--- config.mk ---
export PLATFORM = sky130hd
export DESIGN_NAME = fdl_regs
export DESIGN_NICKNAME = d
export VERILOG_FILES = /design/src/rtl/fdl_pkg.sv /design/src/rtl/fdl_regs.sv
export SDC_FILE = /design/constraint.sdc
export NUM_CORES = 1
export LEC_CHECK = 0
export BUFFER_PORTS_ARGS = -buffer_cell sky130_fd_sc_hd__buf_2
export CORE_ASPECT_RATIO = 1.2
export CORE_MARGIN = 2
export CORE_UTILIZATION = 35
export CTS_CLUSTER_SIZE = 20
export DETAILED_ROUTE_END_ITERATION = 10
export GPL_TIMING_DRIVEN = 0
export PLACE_DENSITY_LB_ADDON = 0.08
export SYNTH_ARGS = -nofsm -noshare
export SYNTH_HDL_FRONTEND = slang
export SYNTH_SLANG_ARGS = --single-unit
--- constraint.sdc ---
create_clock -name clk -period 2.55 [get_ports clk]
set_input_delay 0.6375 -clock clk [delete_from_list [all_inputs] [get_ports clk]]
set_output_delay 0.6375 -clock clk [all_outputs]
set_load 0.01 [all_outputs]
--- src/rtl/fdl_pkg.sv ---
// Package for the feedback delay line with low-pass: sizes, fixed-point constants,
// register map, controller states and the command and status structs.
// Used by every module of the block; depends on nothing.
package fdl_pkg;

	localparam int MAX_DELAY  = 131072;
	localparam int CHANNELS   = 2;
	localparam int STORE_SIZE = MAX_DELAY * CHANNELS;
	localparam int ADDR_W     = $clog2(STORE_SIZE);
	localparam int BACK_W     = $clog2(STORE_SIZE + 1);
	localparam int DLY_W      = $clog2(MAX_DELAY + 1) > 18 ? $clog2(MAX_DELAY + 1) : 18;
	localparam int CH_W       = CHANNELS > 1 ? $clog2(CHANNELS) : 1;

	localparam int ONE_Q20   = 1048576;
	localparam int KEEP_Q20  = 1047527;
	localparam int TAKE_Q20  = 1049;
	localparam int TAKE_MAG  = 32 * TAKE_Q20;
	localparam int LIMIT_Q20 = 419430;
	localparam int FLOOR_Q20 = 104858;
	localparam int FB_CLIP   = 29491;
	localparam int RECOVER_BIAS = ONE_Q20 * TAKE_Q20 + ONE_Q20 - 1;

	localparam int QUOT_W = 21;
	localparam logic [40:0] DIV_NUM = 41'(LIMIT_Q20) << 20;

	localparam int ACC_W = 48;

	localparam logic [2:0] REG_DELAY   = 3'd0;
	localparam logic [2:0] REG_FB_GAIN = 3'd1;
	localparam logic [2:0] REG_DRY     = 3'd2;
	localparam logic [2:0] REG_WET     = 3'd3;
	localparam logic [2:0] REG_FILT_EN = 3'd4;
	localparam logic [2:0] REG_FF      = 3'd5;
	localparam logic [2:0] REG_FB_ONE  = 3'd6;
	localparam logic [2:0] REG_FB_TWO  = 3'd7;

	typedef struct packed {
		logic [17:0]        delay_samples;
		logic [14:0]        feedback_gain;
		logic [15:0]        dry_gain;
		logic [15:0]        wet_gain;
		logic               filter_enable;
		logic [16:0]        ff_coef;
		logic signed [17:0] fb_coef_one;
		logic signed [17:0] fb_coef_two;
	} cfg_t;

	typedef enum logic [3:0] {
		SEL_FFX, SEL_B1Y1, SEL_B2Y2, SEL_EK, SEL_EM, SEL_RK, SEL_XD, SEL_DW, SEL_GR, SEL_DA
	} sel_t;

	typedef enum logic [1:0] {ACC_HOLD, ACC_LOAD, ACC_ADD, ACC_SUB} acc_op_t;

	typedef enum logic [4:0] {
		ST_IDLE, ST_RD, ST_LD,
		ST_F1, ST_F2, ST_F3, ST_F4, ST_F5,
		ST_E1, ST_E2, ST_E3, ST_E4, ST_DV,
		ST_R1, ST_R2, ST_R3,
		ST_M1, ST_M2, ST_M3, ST_M4,
		ST_A1, ST_A2, ST_A3, ST_A4
	} state_t;

	typedef struct packed {
		sel_t    sel;
		acc_op_t op;
		logic    cap_x;
		logic    mem_rd;
		logic    load_d;
		logic    filt_done;
		logic    energy_done;
		logic    div_start;
		logic    r_div;
		logic    r_rec;
		logic    mix_cap;
		logic    amt_cap;
		logic    finish;
	} cmd_t;

	typedef struct packed {
		logic over;
		logic div_done;
		logic out_busy;
	} status_t;

endpackage

--- src/rtl/fdl_regs.sv ---
// Configuration registers of the feedback delay line behind an APB-style port.
// Depends on fdl_pkg for the register map and the configuration struct.
module fdl_regs (
	input  logic          clk,
	input  logic          arst_n,
	input  logic          psel,
	input  logic          penable,
	input  logic          pwrite,
	input  logic [4:0]    paddr,
	input  logic [31:0]   pwdata,
	output logic [31:0]   prdata,
	output fdl_pkg::cfg_t cfg
);
	import fdl_pkg::*;

	cfg_t cfg_q;
	logic wr_en;

	assign wr_en = psel && penable && pwrite;
	assign cfg   = cfg_q;

	always_ff @(posedge clk or negedge arst_n) begin
		if (!arst_n) begin
			cfg_q.delay_samples <= 18'd22050;
			cfg_q.feedback_gain <= '0;
			cfg_q.dry_gain      <= 16'd32768;
			cfg_q.wet_gain      <= 16'd9830;
			cfg_q.filter_enable <= 1'b0;
			cfg_q.ff_coef       <= '0;
			cfg_q.fb_coef_one   <= '0;
			cfg_q.fb_coef_two   <= '0;
		end else if (wr_en) begin
			unique case (paddr[4:2])
				REG_DELAY:   cfg_q.delay_samples <= pwdata[17:0];
				REG_FB_GAIN: cfg_q.feedback_gain <= pwdata[14:0];
				REG_DRY:     cfg_q.dry_gain      <= pwdata[15:0];
				REG_WET:     cfg_q.wet_gain      <= pwdata[15:0];
				REG_FILT_EN: cfg_q.filter_enable <= pwdata[0];
				REG_FF:      cfg_q.ff_coef       <= pwdata[16:0];
				REG_FB_ONE:  cfg_q.fb_coef_one   <= pwdata[17:0];
				REG_FB_TWO:  cfg_q.fb_coef_two   <= pwdata[17:0];
			endcase
		end
	end

	always_comb begin
		unique case (paddr[4:2])
			REG_DELAY:   prdata = {14'd0, cfg_q.delay_samples};
			REG_FB_GAIN: prdata = {17'd0, cfg_q.feedback_gain};
			REG_DRY:     prdata = {16'd0, cfg_q.dry_gain};
			REG_WET:     prdata = {16'd0, cfg_q.wet_gain};
			REG_FILT_EN: prdata = {31'd0, cfg_q.filter_enable};
			REG_FF:      prdata = {15'd0, cfg_q.ff_coef};
			REG_FB_ONE:  prdata = {{14{cfg_q.fb_coef_one[17]}}, cfg_q.fb_coef_one};
			REG_FB_TWO:  prdata = {{14{cfg_q.fb_coef_two[17]}}, cfg_q.fb_coef_two};
		endcase
	end

endmodule

==> Yosys cells after proc, flatten, opt, wreduce, memory -nomap -nowiden <==
Cells that the tools add are included.
{ "word_totals": {"latchBits": 0, "mem_bits_rw": 0, "wordCells": 27, "romBits": 0, "mem_count": 0, "regBits": 119, "output_inout_bits": 151} }
{ "op_classes": {"bitwise": 0, "mul": 0, "n_reduce_logical": 11, "n_mux": 1, "eq_ne": 7, "n_addsub": 0, "n_div": 0, "magnitude_cmp": 0, "shifts": 0} }
{ "op_table": {"columns": ["op", "n"], "rows": [
  ["32-bit one-hot mux with 8 select lines", 1],
  ["2-bit AND reduction", 8],
  ["3-bit equality test, second input constant", 4],
  ["3-bit by 2-bit equality test with 1-bit output, second input constant", 2],
  ["3-bit by 1-bit equality test with 1-bit output, second input constant", 1],
  ["3-bit logical NOT", 1],
  ["1-bit logical AND", 2]
]} }

==> Logic depth before layout (Yosys ltp) <==
Gate-level depths: netlist of the first run.
{ "depth": {"depth_word": 3, "mapped_depth": 7, "mapped_depth_nobuf": 4} }

==> Least setup slack after synthesis of the first run <==
No wires, ideal clock.
{ "synth_path": {"path_type": "in2out", "startpoint": "in paddr[4]", "endpoint": "out prdata[19]", "path_slack_ns": -0.254, "n_path_buf": 4, "path_stages": 6, "required_time_ns": 1.913, "t_arrival_ns": 2.166, "path_cell_list": "buf_2 > buf_2 > clkbuf_1 > nand2_1 > nor2_1 > buf_4"} }
{ "synth_via": {"elab_chain_cells": 2} }
{ "synth_rtl": {"columns": ["element", "line_no", "rtl"], "rows": [
  ["from (decl)", "fdl_regs.sv:9", "input logic [4:0] paddr,"],
  ["3-bit equality test, or another cell as far along", "fdl_regs.sv:47", "unique case (paddr[4:2])"],
  ["32-bit one-hot mux with 8 select lines *", "fdl_regs.sv:47", null],
  ["to (decl)", "fdl_regs.sv:11", "output logic [31:0] prdata,"]
]} }
Every way passes the cells marked *; elsewhere a longest branch is shown, timed or not.

==> Worst setup path after layout of the first run <==
{ "layout_path": {"startpoint": "in paddr[3]", "endpoint": "out prdata[15]"} }
The elaborated chain is that of the path after synthesis.

==> impl_results.md, run 1 <==
- Fin Setup TNS: 0 ps
- CP top delay family: buffers and inverters
- Grt ovf: 0
- Worst reg2reg path depth: 1
- Top cell type's share of synthesized area: 0.463
- Clk Latency, worst-skew pair: 430 ps
- Total Routing Usage GR: 0.219
- Post-Route Utilization: 0.481
- Fraction of registers with async set or reset after synthesis: 1.00
- Footprint of the multi-input gates: 2450 µm²
- H-tree lvl count: 4
- Crit-path cells: clkbuf_4 > inv_1 > buf_4 > nand2_4 > buf_6 > nor2_1 > a31oi_1 > buf_2
- Sequential area share after synthesis: 0.528
- Slowest CP cell: buf_4
- Worst-margin pin slew: 485 ps
- Max Cap Viol: 0
- Yosys Warn Count: 0
- Cell count after synthesis: 439
- I/O Buffers: 175
- GPL Wtd Cong: 0.733
- Final ANT Viol Nets: 0
- Synth area leaders: dfrtp_1 (46%), mux2_2 (24%), dfstp_2 (6.5%)
- Slew HR: 0.677
- Post-synth EDFFs: 0
- ANT cells: 0
- CORE AREA: 16000 µm²
- Fill cells: 1540
- Area growth, synth to finish: 35.9%
- Worst R2R Setup Slack: 1750 ps
- CP required: 1910 ps
- Arrival time at the worst endpoint: 1840 ps
- DRT Pass-1 Iters: 4
- Buffers & Inverters on Critical Path: 5
- Final setup viols: 0
- CP Max Fanout: 10
- Fmax: 404 MHz
- Commonest cells in the netlist: mux2_2 (121), dfrtp_1 (105), nand2_1 (27), o21ai_0 (27), mux2i_1 (20)
- HPWL Detailed: 12700 µm
- Nets@finish: 682
- Storage element area: 3000 µm²
- Largest register FFs: 119
- CTS tree: yes
- Critical Path Max Stage Delay: 200 ps
- DIE HEIGHT: 143 µm
- Worst Setup SP: paddr[3]
- Yosys reg bits: 119
- CP endpoint kind: output port
- Mapped Area: 5670 µm²
- Post-Route WL: 18500 µm
- R2R Path End: cfg[73]$_DFFE_PN0P_
- Worst Hold Class: in2async
- Slew Limit Fails: 0
- Vias in the first global route: 4532
- DRT iter0 DRCs: 237
- Final Hold Viols: 0
- CTS Sinks: 119
- Post-synthesis cell type count: 34
- CTS buffer count: 17
- Most frequent cell after synthesis: mux2_2
- Drt wl/cell: 21.4 µm
- Worst R2R Start: cfg[73]$_DFFE_PN0P_
- Clk buf depth: 2
- Critical path startpoint category: input port
- Status: finished clean
- DR DRC count: 0
- Vias per cell: 5.05
- Synth area leader: dfrtp_1
- Clock transition at path regs: 50 ps
- Die width: 120 µm
- Fin crit period: 2480 ps
- Final Cycle Share: 0.971
- Leak pwr: 3.80 nW
- Std-Cell Rows: 51
- Largest net degree at the start of global routing: 95
- First-pass GRT wire length: 27300 µm
- Number of I/O pins: 193
- Synthesized area per cell: 12.9 µm²
- Die Area: 17200 µm²
- VDD IR-drop max: 0.383 mV
- Antenna violations before repair: 0
- PD cells: 858 nW/µm²
- RSZ-0062 raised after global routing: no
- Type of the worst setup path: in2out
- Setup Skew: 0 ps
- Routed via count: 4372
- Initial core utilization: 0.354
- Post-CTS Hold Buffers: 0
- Clock root buffer: clkbuf_16
- Share of layout cells above drive strength 1: 0.616
- Main synth FF type: dfrtp_1
- Post-Syn Nets: 481
==> through the flow <==
step	hold WS [ps]	total power [mW]	cell area (µm²)	setup WS, ps	std cells
global placement	508	4.02	6820	-689	826
detailed placement	511	4.06	6850	-613	827
CTS	66.7	6.67	7620	2.90	861
global route	79.3	6.92	7710	5.54	865
floorplan	342	3.34	5680	83.8	439
finish	77.1	6.62	7710	75.0	865
==> placed cells by master, fill, tap and decap left out, types with 8 or more instances in the layout <==
| master | Yosys | routed |
|---|---|---|
| buf_4 | 19 | 21 |
| clkbuf_16 | 0 | 18 |
| a22o_1 | 8 | 8 |
| buf_2 | 5 | 172 |
| nor2_1 | 16 | 13 |
| a31oi_1 | 8 | 8 |
| dfstp_2 | 14 | 14 |
| dfrtp_1 | 105 | 105 |
| o21ai_0 | 27 | 27 |
| nand2_1 | 27 | 26 |
| buf_6 | 6 | 11 |
| nor2_4 | 7 | 9 |
| mux2i_1 | 20 | 19 |
| nand3_1 | 12 | 12 |
| mux2_2 | 121 | 121 |
==> layer usage <==
| metal | global-route usage | wire [µm] | up-vias | share of wire |
|---|---|---|---|---|
| met3 | 0.0512 | 1200 | 26 | 0.064 |
| li1 | - | - | 1989 | - |
| met1 | 0.267 | 7800 | 2187 | 0.42 |
| met2 | 0.377 | 9240 | 170 | 0.50 |
| met5 | 0 | 0 | - | 0 |
| met4 | 0.0824 | 304 | 0 | 0.016 |
==> final cells by class <==
| type | instances | share of cell area |
|---|---|---|
| plain buffers | 37 | 0.0463 |
| clock buffers | 22 | 0.0615 |
| clock inverters | 10 | 0.0195 |
| inverters | 2 | 0.000974 |
| multi-input cells | 281 | 0.318 |
| flip-flops and latches | 119 | 0.389 |
| well taps | 212 | 0.0344 |
| repair buffers | 182 | 0.131 |
==> worst max path at each step <==
| stage | end | slack [ps] | cells past startpoint |
|---|---|---|---|
| 2_1_floorplan | prdata[19] | 80 | 6 |
| 3_3_place_gp | cfg[79]$_DFFE_PN0P_ | -690 | 1 |
| 3_5_place_dp | prdata[12] | -610 | 7 |
| 4_1_cts | prdata[0] | 3 | 7 |
| 5_1_grt | prdata[3] | 6 | 8 |
| 6_report | prdata[15] | 70 | 8 |
==> what timing repair did <==
action / in CTS / in global routing
gates cloned: 0 / 1
endpoints found under the setup margin: 32 / 27
gates resized for setup: 32 / 12
setup buffers: 2 / 3
hold endpoints to repair: 0 / 0
pin swaps: 2 / 0
==> power breakdown <==
group / total (mW) / internal [mW] / leakage, nW / switching, mW
combinational: 1.47 / 0.738 / 2.00 / 0.733
sequential: 2.59 / 2.29 / 1.49 / 0.296
clock: 2.55 / 1.70 / 0.313 / 0.853
total: 6.62 / 4.73 / 3.80 / 1.88
==> kinds of logic after synthesis <==
family / count (synthesis) / share of synthesized area
buf+inv: 39 / 0.0474
mux: 141 / 0.276
flops: 119 / 0.528
simple gates: 73 / 0.0719
compound gates: 67 / 0.0770
(Power assumes the default switching activity.)
==> run 2, diff against run 1 <==
Settings changed: SETUP_SLACK_MARGIN from default to 0.1.
Clock period 2.55 ns to 2.4 ns, I/O delays scaled along.
==> run 2 against run 1 <==
  * Wire length rose by 3.7%
  * Sequential cell count did not move
  * Register-to-register slack got worse by 160 ps
  * Final area rose by 5.2%
  * Clock-buffer cell count fell by 2
  * Worst hold slack improved by 73 ps
  * Via count rose by 2.6%
  * Final cell count rose by 1.6%
  * Global-route usage rose by 0.57 points
  * Combinational power rose by 12%
  * Clock power rose by 16%
  * Critical path type unchanged
  * Largest cell class unchanged
==> impl_results.md, run 2 (synthesized netlist as in run 1, its figures left out) <==
- Largest register FFs: 119
- CTS tree: yes
- Commonest cells after routing, fill and taps aside: buf_2 (172), mux2_2 (121), dfrtp_1 (105)
- Commonest non-fill, non-tap cell in the layout: buf_2
- H-tree lvl count: 4
- Leak pwr: 3.95 nW
- Post-Route Utilization: 0.506
- Worst-margin pin slew: 558 ps
- Fmax: 428 MHz
- Worst Hold Class: in2async
- Cell Area, Placed: 6860 µm²
- DIE HEIGHT: 143 µm
- Setup Skew: 0 ps
- Final ANT Viol Nets: 0
- Clk buf depth: 2
- Slew HR: 0.628
- Vias per cell: 5.10
- Fill cells: 1491
- Final Cycle Share: 0.973
- Critical Path Max Stage Delay: 210 ps
- Largest net degree at the start of global routing: 64
- Routed via count: 4484
- Final instance area: 8110 µm²
- Die width: 120 µm
- Std-Cell Rows: 51
- Fin crit period: 2330 ps
- Clock root buffer: clkbuf_16
- ANT cells: 0
- Final setup viols: 0
- GPL Wtd Cong: 0.754
- CTS buffer count: 17
- Area growth, synth to finish: 43.0%
- First-pass GRT wire length: 28200 µm
- Status: finished clean
- Die Area: 17200 µm²
- Footprint of the multi-input gates: 2520 µm²
- Type of the worst setup path: in2out
- CP Max Fanout: 6
- CP endpoint kind: output port
- Max Cap Viol: 0
- Grt ovf: 0
- Post-Route WL: 19200 µm
- Share of layout cells above drive strength 1: 0.645
- Initial core utilization: 0.354
- PD cells: 908 nW/µm²
- DRT Pass-1 Iters: 4
- Vias in the first global route: 4653
- Clk Latency, worst-skew pair: 420 ps
- Clock transition at path regs: 50 ps
- Slowest CP cell: o22a_1
- Post-CTS Hold Buffers: 0
- Antenna violations before repair: 0
- Slew Limit Fails: 0
- RSZ-0062 raised after global routing: yes
- Arrival time at the worst endpoint: 1730 ps
- Storage element area: 3000 µm²
- Critical path startpoint category: input port
- Nets@finish: 696
- DR DRC count: 0
- Final hold slack: 150 ps
- Pwr Total: 7.37 mW
- Drt wl/cell: 21.9 µm
- Final Hold Viols: 0
- CP most frequent cell: buf_12
- I/O Buffers: 175
- Crit-path cells: buf_12 > buf_16 > nor2_4 > buf_12 > nand2_8 > buf_12 > o22a_1 > buf_2
- Number of I/O pins: 193
- CORE AREA: 16000 µm²
- CTS Sinks: 119
- VDD IR-drop max: 0.534 mV
- HPWL Detailed: 12900 µm
- Total Routing Usage GR: 0.225
- DRT iter0 DRCs: 222
- CP required: 1800 ps
-- run 2: what timing repair did --
action | CTS | global route
cloned | 1 | 3
setup buffers | 11 | 5
setup endpoints to repair | 32 | 31
pin swaps | 7 | 18
resized for setup | 55 | 37
-- run 2: final cells by class --
| cell class | count | area share |
|---|---|---|
| buffer | 37 | 0.0528 |
| clock buffer | 20 | 0.0576 |
| tap | 212 | 0.0327 |
| clock inverter | 12 | 0.0273 |
| timing repair buffer | 196 | 0.148 |
| multi-input combinational | 281 | 0.310 |
| inverter | 2 | 0.00139 |
| sequential | 119 | 0.369 |
-- run 2: critical path, delay by kind of cell --
family          cells  cell delay, ps
buf+inv             5             680
simple gates        2             240
compound gates      1             210
-- run 2: power by group --
group          leakage (nW)  total [mW]  internal (mW)  switching [mW]
Combinational          2.13        1.64          0.834           0.807
Clock                 0.328        2.96           2.03           0.939
Sequential             1.49        2.76           2.44           0.324
-- run 2: metrics by stage --
step / instances / setup TNS [ps] / setup WS [ps]
floorplan: 439 / 0 / 125
global placement: 826 / -106220 / -835
detailed placement: 827 / -17880 / -709
CTS: 871 / 0 / 59.8
global route: 879 / 0 / 37.0
finish: 879 / 0 / 65.7
-- run 2: worst paths after layout --
| check | start | to | slack (ps) | depth (start not counted) |
|---|---|---|---|---|
| min reg2reg | cfg[6]$_DFFE_PN0P_ | cfg[6]$_DFFE_PN0P_ | 520 | 1 |
| min | arst_n | cfg[54]$_DFFE_PN0P_ | 150 | 1 |
| max | paddr[2] | prdata[0] | 70 | 8 |
| max reg2reg | cfg[5]$_DFFE_PN0P_ | cfg[5]$_DFFE_PN0P_ | 1590 | 1 |
| max in group asynchronous | arst_n | cfg[56]$_DFFE_PN1P_ | 1500 | 2 |
| min in group clk | pwdata[17] | cfg[118]$_DFFE_PN0P_ | 450 | 2 |
-- run 2: layer usage --
layer,GRT usage,vias up,routed length [µm]
met5,0,-,0
met4,0.0780,0,380
met3,0.0627,25,1230
met2,0.376,156,9500
met1,0.279,2282,8130
li1,-,2021,-
