--- config.mk ---
export PLATFORM = sky130hd
export DESIGN_NAME = fdl_ctrl
export DESIGN_NICKNAME = d
export VERILOG_FILES = /design/src/rtl/fdl_pkg.sv /design/src/rtl/fdl_ctrl.sv
export SDC_FILE = /design/constraint.sdc
export NUM_CORES = 1
export LEC_CHECK = 0
export ABC_AREA = 1
export BUFFER_PORTS_ARGS = -buffer_cell sky130_fd_sc_hd__buf_4
export CAP_MARGIN = 20
export CORE_UTILIZATION = 40
export DETAILED_ROUTE_END_ITERATION = 16
export PLACE_DENSITY = 0.78
export SETUP_SLACK_MARGIN = 0.05
export SLEW_MARGIN = 10
export SYNTH_ARGS = -nofsm -noshare
export SYNTH_HDL_FRONTEND = slang
export SYNTH_SLANG_ARGS = --single-unit
--- constraint.sdc ---
create_clock -name clk -period 3.55 [get_ports clk]
set_clock_uncertainty 0.05 [all_clocks]
set_input_delay 0.355 -clock clk [delete_from_list [all_inputs] [get_ports clk]]
set_output_delay 0.355 -clock clk [all_outputs]
set_load 0.005 [all_outputs]
--- src/rtl/fdl_pkg.sv ---
// Package for the feedback delay line with low-pass: sizes, fixed-point constants,
// register map, controller states and the command and status structs.
// Used by every module of the block; depends on nothing.
package fdl_pkg;

	localparam int MAX_DELAY  = 131072;
	localparam int CHANNELS   = 2;
	localparam int STORE_SIZE = MAX_DELAY * CHANNELS;
	localparam int ADDR_W     = $clog2(STORE_SIZE);
	localparam int BACK_W     = $clog2(STORE_SIZE + 1);
	localparam int DLY_W      = $clog2(MAX_DELAY + 1) > 18 ? $clog2(MAX_DELAY + 1) : 18;
	localparam int CH_W       = CHANNELS > 1 ? $clog2(CHANNELS) : 1;

	localparam int ONE_Q20   = 1048576;
	localparam int KEEP_Q20  = 1047527;
	localparam int TAKE_Q20  = 1049;
	localparam int TAKE_MAG  = 32 * TAKE_Q20;
	localparam int LIMIT_Q20 = 419430;
	localparam int FLOOR_Q20 = 104858;
	localparam int FB_CLIP   = 29491;
	localparam int RECOVER_BIAS = ONE_Q20 * TAKE_Q20 + ONE_Q20 - 1;

	localparam int QUOT_W = 21;
	localparam logic [40:0] DIV_NUM = 41'(LIMIT_Q20) << 20;

	localparam int ACC_W = 48;

	localparam logic [2:0] REG_DELAY   = 3'd0;
	localparam logic [2:0] REG_FB_GAIN = 3'd1;
	localparam logic [2:0] REG_DRY     = 3'd2;
	localparam logic [2:0] REG_WET     = 3'd3;
	localparam logic [2:0] REG_FILT_EN = 3'd4;
	localparam logic [2:0] REG_FF      = 3'd5;
	localparam logic [2:0] REG_FB_ONE  = 3'd6;
	localparam logic [2:0] REG_FB_TWO  = 3'd7;

	typedef struct packed {
		logic [17:0]        delay_samples;
		logic [14:0]        feedback_gain;
		logic [15:0]        dry_gain;
		logic [15:0]        wet_gain;
		logic               filter_enable;
		logic [16:0]        ff_coef;
		logic signed [17:0] fb_coef_one;
		logic signed [17:0] fb_coef_two;
	} cfg_t;

	typedef enum logic [3:0] {
		SEL_FFX, SEL_B1Y1, SEL_B2Y2, SEL_EK, SEL_EM, SEL_RK, SEL_XD, SEL_DW, SEL_GR, SEL_DA
	} sel_t;

	typedef enum logic [1:0] {ACC_HOLD, ACC_LOAD, ACC_ADD, ACC_SUB} acc_op_t;

	typedef enum logic [4:0] {
		ST_IDLE, ST_RD, ST_LD,
		ST_F1, ST_F2, ST_F3, ST_F4, ST_F5,
		ST_E1, ST_E2, ST_E3, ST_E4, ST_DV,
		ST_R1, ST_R2, ST_R3,
		ST_M1, ST_M2, ST_M3, ST_M4,
		ST_A1, ST_A2, ST_A3, ST_A4
	} state_t;

	typedef struct packed {
		sel_t    sel;
		acc_op_t op;
		logic    cap_x;
		logic    mem_rd;
		logic    load_d;
		logic    filt_done;
		logic    energy_done;
		logic    div_start;
		logic    r_div;
		logic    r_rec;
		logic    mix_cap;
		logic    amt_cap;
		logic    finish;
	} cmd_t;

	typedef struct packed {
		logic over;
		logic div_done;
		logic out_busy;
	} status_t;

endpackage

--- src/rtl/fdl_ctrl.sv ---
// Controller of the feedback delay line: steps the datapath through the
// read, optional filter, energy, reduction, mix and write phases. Depends on fdl_pkg.
module fdl_ctrl (
	input  logic             clk,
	input  logic             arst_n,
	input  logic             in_valid,
	output logic             in_ready,
	input  logic             filter_enable,
	input  fdl_pkg::status_t status,
	output fdl_pkg::cmd_t    cmd
);
	import fdl_pkg::*;

	state_t state_q;
	state_t state_d;

	always_ff @(posedge clk or negedge arst_n) begin
		if (!arst_n) begin
			state_q <= ST_IDLE;
		end else begin
			state_q <= state_d;
		end
	end

	always_comb begin
		state_d  = state_q;
		cmd      = '0;
		cmd.sel  = SEL_FFX;
		cmd.op   = ACC_HOLD;
		in_ready = 1'b0;
		unique case (state_q)
			ST_IDLE: begin
				in_ready = 1'b1;
				if (in_valid) begin
					cmd.cap_x = 1'b1;
					state_d   = ST_RD;
				end
			end
			ST_RD: begin
				cmd.mem_rd = 1'b1;
				state_d    = ST_LD;
			end
			ST_LD: begin
				cmd.load_d = 1'b1;
				state_d    = filter_enable ? ST_F1 : ST_E1;
			end
			ST_F1: begin
				cmd.sel = SEL_FFX;
				state_d = ST_F2;
			end
			ST_F2: begin
				cmd.sel = SEL_B1Y1;
				cmd.op  = ACC_LOAD;
				state_d = ST_F3;
			end
			ST_F3: begin
				cmd.sel = SEL_B2Y2;
				cmd.op  = ACC_SUB;
				state_d = ST_F4;
			end
			ST_F4: begin
				cmd.op  = ACC_SUB;
				state_d = ST_F5;
			end
			ST_F5: begin
				cmd.filt_done = 1'b1;
				state_d       = ST_E1;
			end
			ST_E1: begin
				cmd.sel = SEL_EK;
				state_d = ST_E2;
			end
			ST_E2: begin
				cmd.sel = SEL_EM;
				cmd.op  = ACC_LOAD;
				state_d = ST_E3;
			end
			ST_E3: begin
				cmd.op  = ACC_ADD;
				state_d = ST_E4;
			end
			ST_E4: begin
				cmd.energy_done = 1'b1;
				if (status.over) begin
					cmd.div_start = 1'b1;
					state_d       = ST_DV;
				end else begin
					state_d = ST_R1;
				end
			end
			ST_DV: begin
				if (status.div_done) begin
					cmd.r_div = 1'b1;
					state_d   = ST_M1;
				end
			end
			ST_R1: begin
				cmd.sel = SEL_RK;
				state_d = ST_R2;
			end
			ST_R2: begin
				cmd.op  = ACC_LOAD;
				state_d = ST_R3;
			end
			ST_R3: begin
				cmd.r_rec = 1'b1;
				state_d   = ST_M1;
			end
			ST_M1: begin
				cmd.sel = SEL_XD;
				state_d = ST_M2;
			end
			ST_M2: begin
				cmd.sel = SEL_DW;
				cmd.op  = ACC_LOAD;
				state_d = ST_M3;
			end
			ST_M3: begin
				cmd.sel = SEL_GR;
				cmd.op  = ACC_ADD;
				state_d = ST_M4;
			end
			ST_M4: begin
				cmd.mix_cap = 1'b1;
				cmd.op      = ACC_LOAD;
				state_d     = ST_A1;
			end
			ST_A1: begin
				cmd.amt_cap = 1'b1;
				state_d     = ST_A2;
			end
			ST_A2: begin
				cmd.sel = SEL_DA;
				state_d = ST_A3;
			end
			ST_A3: begin
				cmd.op  = ACC_LOAD;
				state_d = ST_A4;
			end
			ST_A4: begin
				if (!status.out_busy) begin
					cmd.finish = 1'b1;
					state_d    = ST_IDLE;
				end
			end
			default: state_d = ST_IDLE;
		endcase
	end

endmodule

## Word level (Yosys, flattened, before mapping)

Cells that the tools add are included.
Widths: inputs -> output; s select.

| word-level totals | value |
|---|---|
| logic and storage cells | 55 |
| register bits | 5 |

| cells by class | value |
|---|---|
| reductions and logical operators | 5 |
| eq/ne operators | 26 |
| mux-type cells | 23 |

Operator list:

| kind | count |
|---|---|
| $pmux 5 s24 | 1 |
| $eq 5x4->1 const B | 8 |
| $eq 5x5->1 const B | 8 |
| $pmux 4 s9 | 1 |
| $eq 5x3->1 const B | 4 |
| $mux 1 | 15 |
| $mux 5 | 3 |
| $eq 5x2->1 const B | 2 |
| $ne 2x2->1 const B | 3 |
| $pmux 2 s3 | 1 |
| $reduce_or 6->1 | 1 |
| $eq 5x1->1 const B | 1 |
| $logic_not 5->1 | 1 |
| $mux 4 | 1 |
| $reduce_or 2->1 | 2 |
| $reduce_and 3->1 | 1 |
| $mux 2 | 1 |

## Longest topological paths before layout

Gate-level depths: netlist (run 1).

| depth | value |
|---|---|
| word-level depth | 3 |
| mapped depth | 9 |
| depth with buffers taken out | 9 |

## Least setup slack after synthesis (run 1)

OpenSTA, ideal clock, no wires.

| timing path | value |
|---|---|
| path type | register to output |
| start point | register state_q[0] |
| end point | output cmd[11] (netlist name) |
| cell stages (with the launch flop) | 7 |
| data arrival time | 1.076 ns |
| slack | 2.069 ns |
| path through | dfrtp_1 -> inv_1 -> nor2_2 -> nand3_1 -> nand2_1 -> inv_1 -> nand4_1 |

RTL lines:

| what | RTL line | text |
|---|---|---|
| start, declared | fdl_ctrl.sv:14 | `state_t state_q;` |
| start signal, assigned | fdl_ctrl.sv:21 | `state_q <= state_d;` |
| end, declared | fdl_ctrl.sv:10 | `output fdl_pkg::cmd_t cmd` |

==> results of run 1 <==
==> worst reg2reg max path, delay by kind of cell, from the launching register on <==
family	cells	cell delay [ps]
flip-flops	1	690
AND/OR/NAND/NOR	6	600
buffers and inverters	1	160
==> metal layers <==
metal	GRT usage	vias to the layer above	wire length, um
met5	0	-	0
met4	0.08750	0	0
met3	0.008511	0	126
met2	0.3061	39	850
met1	0.2715	339	741
li1	-	427	-
==> through the flow <==
step	worst slack, ps	area (sq um)	std cells	utilization	hold slack [ps]
global placement	1792	858.3	152	0.5632	106.1
detailed placement	1785	858.3	152	0.5632	107.6
CTS	1516	894.6	157	0.5870	321.9
floorplan	2069	665.6	113	-	9.409
global route	1356	894.6	157	0.5870	344.5
finish	1505	894.6	157	0.5870	322.3
==> layout make-up <==
class	instances	area share
Clock buffer	4	0.02937
Inverter	22	0.09231
Multi-Input combinational cell	85	0.5035
Sequential cell	5	0.1399
Tap cell	16	0.02238
Timing Repair Buffer	25	0.2126
==> cell families (layout without fill, tap and decap cells) <==
logic type / count (synthesis) / count (layout) / synth area share
compound gates: 9 / 9 / 0.07330
flops: 5 / 5 / 0.1880
buf+inv: 23 / 51 / 0.1353
simple gates: 76 / 76 / 0.6034
==> power breakdown <==
| part | internal, mW | total [mW] | switching [mW] |
|---|---|---|---|
| clock network | 0.0425 | 0.0654 | 0.0229 |
| registers | 0.0820 | 0.133 | 0.0510 |
| logic | 0.183 | 0.447 | 0.263 |
| total | 0.308 | 0.645 | 0.337 |
==> worst paths after layout <==
path / to / depth (start not counted) / slack (ps)
max reg2reg: state_q[0] / 7 / 1920
min reg2reg: state_q[3] / 3 / 680
max in group asynchronous: state_q[0] / 2 / 2940
min in group asynchronous: state_q[4] / 2 / 400
min: state_q[3] / 2 / 320
max: cmd[11] / 6 / 1500
==> layout by cell type, fill, tap and decap left out, types with 4 or more instances in the layout <==
cell type / n
nand3_1: 18
nand4_1: 4
inv_2: 6
inv_1: 16
nor2_1: 12
buf_4: 24
nand2_1: 26
a21oi_1: 5
dfrtp_1: 5
==> impl_metrics.env, run 1 <==
export IMPL_synth_edf_count=0
export IMPL_worst_slew_pin_slew_ps=563.8
export IMPL_ios=25
export IMPL_synth_most_common_cell="nand2_1"
export IMPL_track_usage=0.1942
export IMPL_ctsHoldBuffers=1
export IMPL_cts_tree="built"
export IMPL_wl_mm=1.718
export IMPL_syn_area_sq_um=665.6
export IMPL_fin_setup_tns_ps=0
export IMPL_clock_latency_ps=240
export IMPL_leakage_nw=0.5553
export IMPL_fp_row_count=14
export IMPL_synthTopCellsByCount="26 x nand2_1, 18 x nand3_1, 16 x inv_1"
export IMPL_start_kind="register"
export IMPL_largest_reg_flops=5
export IMPL_cap_violations=0
export IMPL_min_from="filter_enable"
export IMPL_crit_required_ps=3140
export IMPL_yosysSeqAreaShare=0.1880
export IMPL_fillers=160
export IMPL_yosysWarnings=0
export IMPL_start_util=0.4368
export IMPL_ys_flop_type="dfrtp_1"
export IMPL_cts_setup_buffers=0
export IMPL_final_max_slew_violation_count=0
export IMPL_peakVddDrop_uv=425.8
export IMPL_syn_nets=120
export IMPL_status="complete, no violations"
export IMPL_path_clk_slew_ps=40
export IMPL_worstSetupPathType="register to output pin"
export IMPL_rsz0062_at_grt="no"
export IMPL_cp_max_fo=15
export IMPL_powerDensity_nw_per_um2=721.0
export IMPL_async_flop_share=1.000
export IMPL_drtIter0Drc=34
export IMPL_io_buffers=24
export IMPL_slew_headroom=0.6241
export IMPL_reg_top3="state_q x5"
export IMPL_antennaDiodeCount=0
export IMPL_cts_resized=0
export IMPL_yosys_area_top_type="dfrtp_1"
export IMPL_synth_distinct_cells=22
export IMPL_crit_family="flip-flops"
export IMPL_core_area_sq_um=1524
export IMPL_drt_first_pass_iters=4
export IMPL_cts_path_max_buffers=2
export IMPL_cpMaxStageDelayCell="dfrtp_1"
export IMPL_grt_max_degree=16
export IMPL_finalCriticalPeriod_ps=2045
export IMPL_startpoint="state_q[4]"
export IMPL_synth_top_cells_by_area="dfrtp_1 19%, nand2_1 15%, nand3_1 14%"
export IMPL_crit_buf_inv=1
export IMPL_dieArea_sq_um=1831
export IMPL_syn2layout_area_growth_pct=34.40
export IMPL_vias=805
export IMPL_die_width_um=42.80
export IMPL_top_register="state_q"
export IMPL_seq_area_sq_um=125.1
export IMPL_crit_arrival_ps=1640
export IMPL_worstPathCellList="nor2_1, nand2_1, o21ai_0, a21oi_1, nand4_1, buf_4"
export IMPL_dieHeight_um=42.80
export IMPL_yosysTopAreaCellShare=0.1880
export IMPL_antenna_found_initial=0
export IMPL_cts_sinks=5
export IMPL_synth_seq_cells=5
export IMPL_fmax_ghz=0.4890
export IMPL_syn_inst=113
export IMPL_grt_ovfl_total=0
export IMPL_r2r_start="state_q[4]"
export IMPL_grt_pass1_vias=654
export IMPL_cts_made_buffers=3
export IMPL_cp_end_kind="output pin"
export IMPL_slowest_delay_ps=690
export IMPL_nNetsFinal=149
export IMPL_grt_first_pass_wirelength_mm=2.739
export IMPL_htreeDepth=1
export IMPL_detail_route_wl_per_cell_um=10.94
export IMPL_avgSynthCellArea_sq_um=5.891
export IMPL_drc=0
export IMPL_power_uw=645.0
export IMPL_cts_root_buffer="clkbuf_4"
export IMPL_ant_nets=0
export IMPL_dp_hpwl_mm=1.385
export IMPL_hp_class="input pin to register"
export IMPL_finalSetupViolations=0
export IMPL_routed_via_density=5.127
export IMPL_fin_crit_sh=0.5761
export IMPL_drive_above_1_share=0.3121
export IMPL_hold_viol_final=0
export IMPL_place_congestion=0.9728
export IMPL_multiInputGateArea_sq_um=450.4
Note: power is estimated with default switching activity, not from simulation.
==> run 2: changes to the inputs <==
--- a/config.mk
+++ b/config.mk
@@ -5,7 +5,7 @@
 export SDC_FILE = /design/constraint.sdc
 export NUM_CORES = 1
 export LEC_CHECK = 0
-export ABC_AREA = 1
+export ABC_AREA = 0
 export BUFFER_PORTS_ARGS = -buffer_cell sky130_fd_sc_hd__buf_4
 export CAP_MARGIN = 20
 export CORE_UTILIZATION = 40
==> constraint.sdc (replaced) <==
create_clock -name clk -period 2 [get_ports clk]
set_clock_uncertainty 0.05 [all_clocks]
set_input_delay 0.2 -clock clk [delete_from_list [all_inputs] [get_ports clk]]
set_output_delay 0.2 -clock clk [all_outputs]
set_load 0.005 [all_outputs]
==> run 2 against run 1 <==
Net effect:
- the flow now finishes with violations (DRC)
- via count rose by 7.0%
- critical path depth down 1
- sequential power rose to 2.6 times the previous value
- global-route usage rose by 2.3 points
- combinational power up 130%
- wire length increased by 10%
- area after synthesis increased by 4.9%
- non-clock buffer count rose by 4
- utilization fell by 1.1 points
- setup slack got worse by 1300 ps
- clock-buffer cell count stayed put
==> impl_metrics.env, run 2 <==
export IMPL_status="finished, violations left"
export IMPL_violations="DRC"
export IMPL_nNetsFinal=133
export IMPL_worstPathCellList="nand2b_1, o21a_1, o22a_1, a21oi_1, buf_4"
export IMPL_cts_sinks=5
export IMPL_start_util=0.4429
export IMPL_yosys_area_top_type="dfrtp_1"
export IMPL_syn_area_sq_um=698.2
export IMPL_grt_max_degree=19
export IMPL_synth_top_cells_by_area="dfrtp_1 18%, a21oi_1 10%, nor2_1 8.1%"
export IMPL_grt_pass1_vias=712
export IMPL_grt_ovfl_total=0
export IMPL_slowest_delay_ps=520
export IMPL_post_dp_cell_area_sq_um=867.1
export IMPL_fp_row_count=14
export IMPL_top_register="state_q"
export IMPL_antenna_found_initial=0
export IMPL_final_cell_mix="28 x buf_4, 15 x nor2_1, 14 x a21oi_1"
export IMPL_ys_flop_type="dfrtp_1"
export IMPL_powerDensity_nw_per_um2=1660
export IMPL_grtUsageMet2=0.3463
export IMPL_final_common_cell="buf_4"
export IMPL_cp_max_fo=18
export IMPL_yosysWarnings=0
export IMPL_layoutNonFillerInstCount=141
export IMPL_synth_most_common_cell="nor2_1"
export IMPL_drc=2
export IMPL_start_kind="register"
export IMPL_dieHeight_um=43.78
export IMPL_leakage_nw=0.3962
export IMPL_peakVddDrop_uv=711.9
export IMPL_gr_usage_met1=0.2792
export IMPL_antennaDiodeCount=0
export IMPL_cpMaxStageDelayCell="dfrtp_2"
export IMPL_drive_above_1_share=0.3200
export IMPL_ant_nets=0
export IMPL_avgSynthCellArea_sq_um=6.845
export IMPL_io_buffers=24
export IMPL_crit_required_ps=1750
export IMPL_track_usage=0.2174
export IMPL_ios=25
export IMPL_final_max_slew_violation_count=0
export IMPL_finalSetupViolations=0
export IMPL_detail_route_wl_per_cell_um=13.40
export IMPL_hold_ws_ps=162.0
export IMPL_async_flop_share=1.000
export IMPL_fin_crit_sh=0.9144
export IMPL_syn_nets=109
export IMPL_synth_seq_cells=5
export IMPL_top_usage_layer="met2"
export IMPL_dieArea_sq_um=1917
export IMPL_hp_class="input pin to register"
export IMPL_synth_distinct_cells=36
export IMPL_syn_inst=102
export IMPL_power_mw=1.508
export IMPL_worst_slew_pin_slew_ps=303.4
export IMPL_cts_made_buffers=3
export IMPL_drtIter0Drc=37
export IMPL_rsz0062_at_grt="no"
export IMPL_gr_usage_met3=0.03750
export IMPL_cap_violations=0
export IMPL_yosysSeqAreaShare=0.1792
export IMPL_die_width_um=43.78
export IMPL_place_ws_ps=237.9
export IMPL_synth_edf_count=0
export IMPL_core_area_sq_um=1577
export IMPL_dp_hpwl_mm=1.373
export IMPL_fmax_ghz=0.5468
export IMPL_dp_cells=136
export IMPL_stdcell_area_sq_um=908.4
export IMPL_place_congestion=0.8610
export IMPL_cts_tree="built"
export IMPL_largest_reg_flops=5
export IMPL_routed_via_density=6.106
export IMPL_finalCriticalPeriod_ps=1829
export IMPL_fin_util=0.5762
export IMPL_wl_mm=1.889
export IMPL_cts_setup_buffers=0
export IMPL_crit_arrival_ps=1580
export IMPL_yosysTopAreaCellShare=0.1792
export IMPL_cts_root_buffer="clkbuf_4"
export IMPL_worstSetupPathType="register to output pin"
export IMPL_fin_setup_tns_ps=0
export IMPL_synthTopCellsByCount="15 x nor2_1, 14 x a21oi_1, 12 x nand2_1"
export IMPL_htreeDepth=1
export IMPL_hold_viol_final=0
export IMPL_path_clk_slew_ps=50
export IMPL_drt_first_pass_iters=10
export IMPL_cp_end_kind="output pin"
export IMPL_slew_headroom=0.7977
export IMPL_grt_first_pass_wirelength_mm=3.070
export IMPL_cts_path_max_buffers=2
export IMPL_clock_latency_ps=250
export IMPL_syn2layout_area_growth_pct=30.11
export IMPL_fin_ws_ps=171.3
export IMPL_reg_top3="state_q x5"
export IMPL_vias=861
-- run 2: cell count changes after synthesis, moves of 4 or more --
cell      previous run  this run
inv_1               16         2
inv_2                6         0
nand3_1             18         1
a21oi_1              5        14
nand2b_1             0         8
buf_2                0         4
nand4_1              4         0
nand2_1             26        12
-- run 2: layout make-up --
cell class,instances,area [sq um]
Timing Repair Buffer,29,220.2
Tap cell,16,20.02
Sequential cell,5,130.1
Multi-Input combinational cell,85,504.2
Fill cell,157,668.1
Inverter,2,7.507
Clock buffer,4,26.28
-- run 2: layer usage --
metal  vias up  wire, um  part of all wire
li1        412         -                 -
met1       404       778              0.41
met2        40       917              0.49
met3         5       156             0.083
met4         0        38             0.020
met5         -         0                 0
-- run 2: repair_timing --
item / CTS / global route
setup endpoints to repair: 3 / 5
pin swaps: 0 / 0
resized for setup: 1 / 3
endpoints found under the hold margin: 5 / 0
hold buffers: 1 / 0
-- run 2: path summary, 6_finish.rpt --
check	slack (ps)	startpoint	endpoint	cells past startpoint
max reg2reg	350	state_q[2]	state_q[0]	5
min	160	status[0]	state_q[0]	3
max in group asynchronous	1540	arst_n	state_q[2]	2
min in group asynchronous	240	arst_n	state_q[0]	2
min reg2reg	600	state_q[4]	state_q[3]	1
max	170	state_q[0]	cmd[11]	5
-- run 2: power breakdown --
part           internal [mW]  switching (mW)  leakage, nW
registers              0.160           0.185       0.0564
logic                  0.535           0.507        0.325
clock network         0.0756          0.0449       0.0150
-- run 2: worst max-delay path, delay by kind of cell, from the launching register on --
kind	cells	cell delay [ps]
buf+inv	1	120
compound gates	3	440
flops	1	520
simple gates	1	250
-- run 2: kinds of logic after synthesis --
kind of cell    synth area share
flops                     0.1792
compound gates            0.3280
simple gates              0.3817
xor+xnor                 0.01255
buf+inv                  0.09856
==> run 3: changes to the inputs <==
==> constraint.sdc (replaced) <==
create_clock -name clk -period 2.3 [get_ports clk]
set_clock_uncertainty 0.05 [all_clocks]
set_input_delay 0.23 -clock clk [delete_from_list [all_inputs] [get_ports clk]]
set_output_delay 0.23 -clock clk [all_outputs]
set_load 0.005 [all_outputs]
==> run 3 against run 2 <==
Net effect:
- the flow still finishes with violations (DRC)
- register-to-register slack improved by 170 ps
- total power decreased by 15%
- clock power decreased by 16%
- die area unchanged
- combinational power decreased by 15%
- first-iteration DRC count decreased by 14%
- highest routed layer is now met3
==> impl_metrics.env, run 3 (synthesis results as in run 2) <==
export IMPL_drt_first_pass_iters=11
export IMPL_final_cell_mix="27 x buf_4, 15 x nor2_1, 14 x a21oi_1"
export IMPL_peakVddDrop_uv=627.3
export IMPL_ant_nets=0
export IMPL_io_buffers=24
export IMPL_fp_row_count=14
export IMPL_slowest_delay_ps=520
export IMPL_antenna_found_initial=0
export IMPL_crit_buf_inv=2
export IMPL_top_register="state_q"
export IMPL_dieArea_sq_um=1917
export IMPL_status="finished, violations left"
export IMPL_drive_above_1_share=0.2823
export IMPL_worst_slew_pin_slew_ps=544.6
export IMPL_track_usage=0.2174
export IMPL_leakage_nw=0.3961
export IMPL_clock_latency_ps=240
export IMPL_vias=824
export IMPL_stdcell_area_sq_um=895.9
export IMPL_start_kind="register"
export IMPL_antennaDiodeCount=0
export IMPL_reg_top3="state_q x5"
export IMPL_path_clk_slew_ps=50
export IMPL_fin_setup_tns_ps=0
export IMPL_cap_violations=0
export IMPL_cp_end_kind="output pin"
export IMPL_finalCriticalPeriod_ps=1997
export IMPL_crit_arrival_ps=1720
export IMPL_cpMaxStageDelayCell="dfrtp_1"
export IMPL_post_dp_cell_area_sq_um=859.6
export IMPL_die_width_um=43.78
export IMPL_rsz0062_at_grt="no"
export IMPL_hold_viol_final=0
export IMPL_final_common_cell="buf_4"
export IMPL_cts_tree="built"
export IMPL_drc=2
export IMPL_nNetsFinal=132
export IMPL_fin_crit_sh=0.8685
export IMPL_crit_top_cell="buf_4"
export IMPL_crit_required_ps=2020
export IMPL_grt_ovfl_total=0
export IMPL_hp_class="input pin to register"
export IMPL_fmax_ghz=0.5006
export IMPL_detail_route_wl_per_cell_um=13.31
export IMPL_worstPathCellList="buf_4, nor2b_1, nand2_1, nor3_1, buf_4"
export IMPL_violations="DRC"
export IMPL_finalSetupViolations=0
export IMPL_cts_resized=0
export IMPL_grt_first_pass_wirelength_mm=3.174
export IMPL_start_util=0.4429
export IMPL_wl_mm=1.864
export IMPL_worstSetupPathType="register to output pin"
export IMPL_largest_reg_flops=5
export IMPL_core_area_sq_um=1577
export IMPL_grt_max_degree=19
export IMPL_routed_via_density=5.886
export IMPL_place_congestion=0.8182
export IMPL_grt_pass1_vias=734
export IMPL_cts_sinks=5
export IMPL_final_max_slew_violation_count=0
export IMPL_cts_made_buffers=3
export IMPL_powerDensity_nw_per_um2=1431
export IMPL_cts_root_buffer="clkbuf_4"
export IMPL_dieHeight_um=43.78
export IMPL_drtIter0Drc=32
export IMPL_ios=25
export IMPL_slew_headroom=0.6369
export IMPL_cp_max_fo=13
export IMPL_htreeDepth=1
export IMPL_cts_path_max_buffers=2
export IMPL_syn2layout_area_growth_pct=28.32
export IMPL_crit_family="simple AND/OR/NAND/NOR gates"
export IMPL_dp_hpwl_mm=1.400
[run 3: cell count changes in the layout (fill, tap and decap cells not counted), sizes merged]
cell / delta
buf: -1
[run 3: worst reg2reg max path, delay by kind of cell (launching register included)]
family,cells,cell delay (ps)
and+or+nand+nor,2,570
AOI/OAI and AO/OA,3,390
DFF,1,640
[run 3: routing by layer]
layer	global-route usage	up-vias	share of wire
met3	0.02917	0	0.067
li1	-	410	-
met5	0	-	0
met2	0.3612	33	0.51
met4	0.06875	0	0
met1	0.2893	381	0.42
[run 3: what timing repair did]
item	4_1_cts	5_1_grt
setup buffers	0	0
hold buffers	1	0
endpoints found under the hold margin	5	0
[run 3: path summary, 6_finish.rpt]
kind	start	endpoint	slack [ps]	depth (start not counted)
max	state_q[3]	cmd[0]	300	5
min	status[0]	state_q[0]	200	3
max reg2reg	state_q[1]	state_q[0]	520	5
min reg2reg	state_q[4]	state_q[3]	680	1
max in group asynchronous	arst_n	state_q[4]	1820	2
min in group asynchronous	arst_n	state_q[0]	280	2
[run 3: area by class of cell]
class	instances	area [sq um]
Sequential cell	5	125.1
Multi-Input combinational cell	85	504.2
Tap cell	16	20.02
Inverter	2	7.507
Fill cell	154	680.7
Clock buffer	4	26.28
Timing Repair Buffer	28	212.7
[run 3: where the power goes]
part,internal (mW),switching [mW]
sequential,0.131,0.167
clock,0.0656,0.0366
combinational,0.454,0.427
total,0.651,0.631
[run 3: per-stage QoR]
stage | utilization | worst slack (ps) | std cells | hold WS, ps | power, mW
final | 0.5683 | 302.5 | 140 | 197.3 | 1.282
after global routing | 0.5683 | 110.3 | 140 | 188.5 | 1.416
after CTS | 0.5683 | 314.3 | 140 | 195.6 | 1.279
after detailed placement | 0.5452 | 549.6 | 135 | -17.01 | 1.176
after global placement | 0.5452 | 603.1 | 135 | -16.83 | 1.157
after floorplan | - | 868.9 | 102 | -115.6 | 0.9449
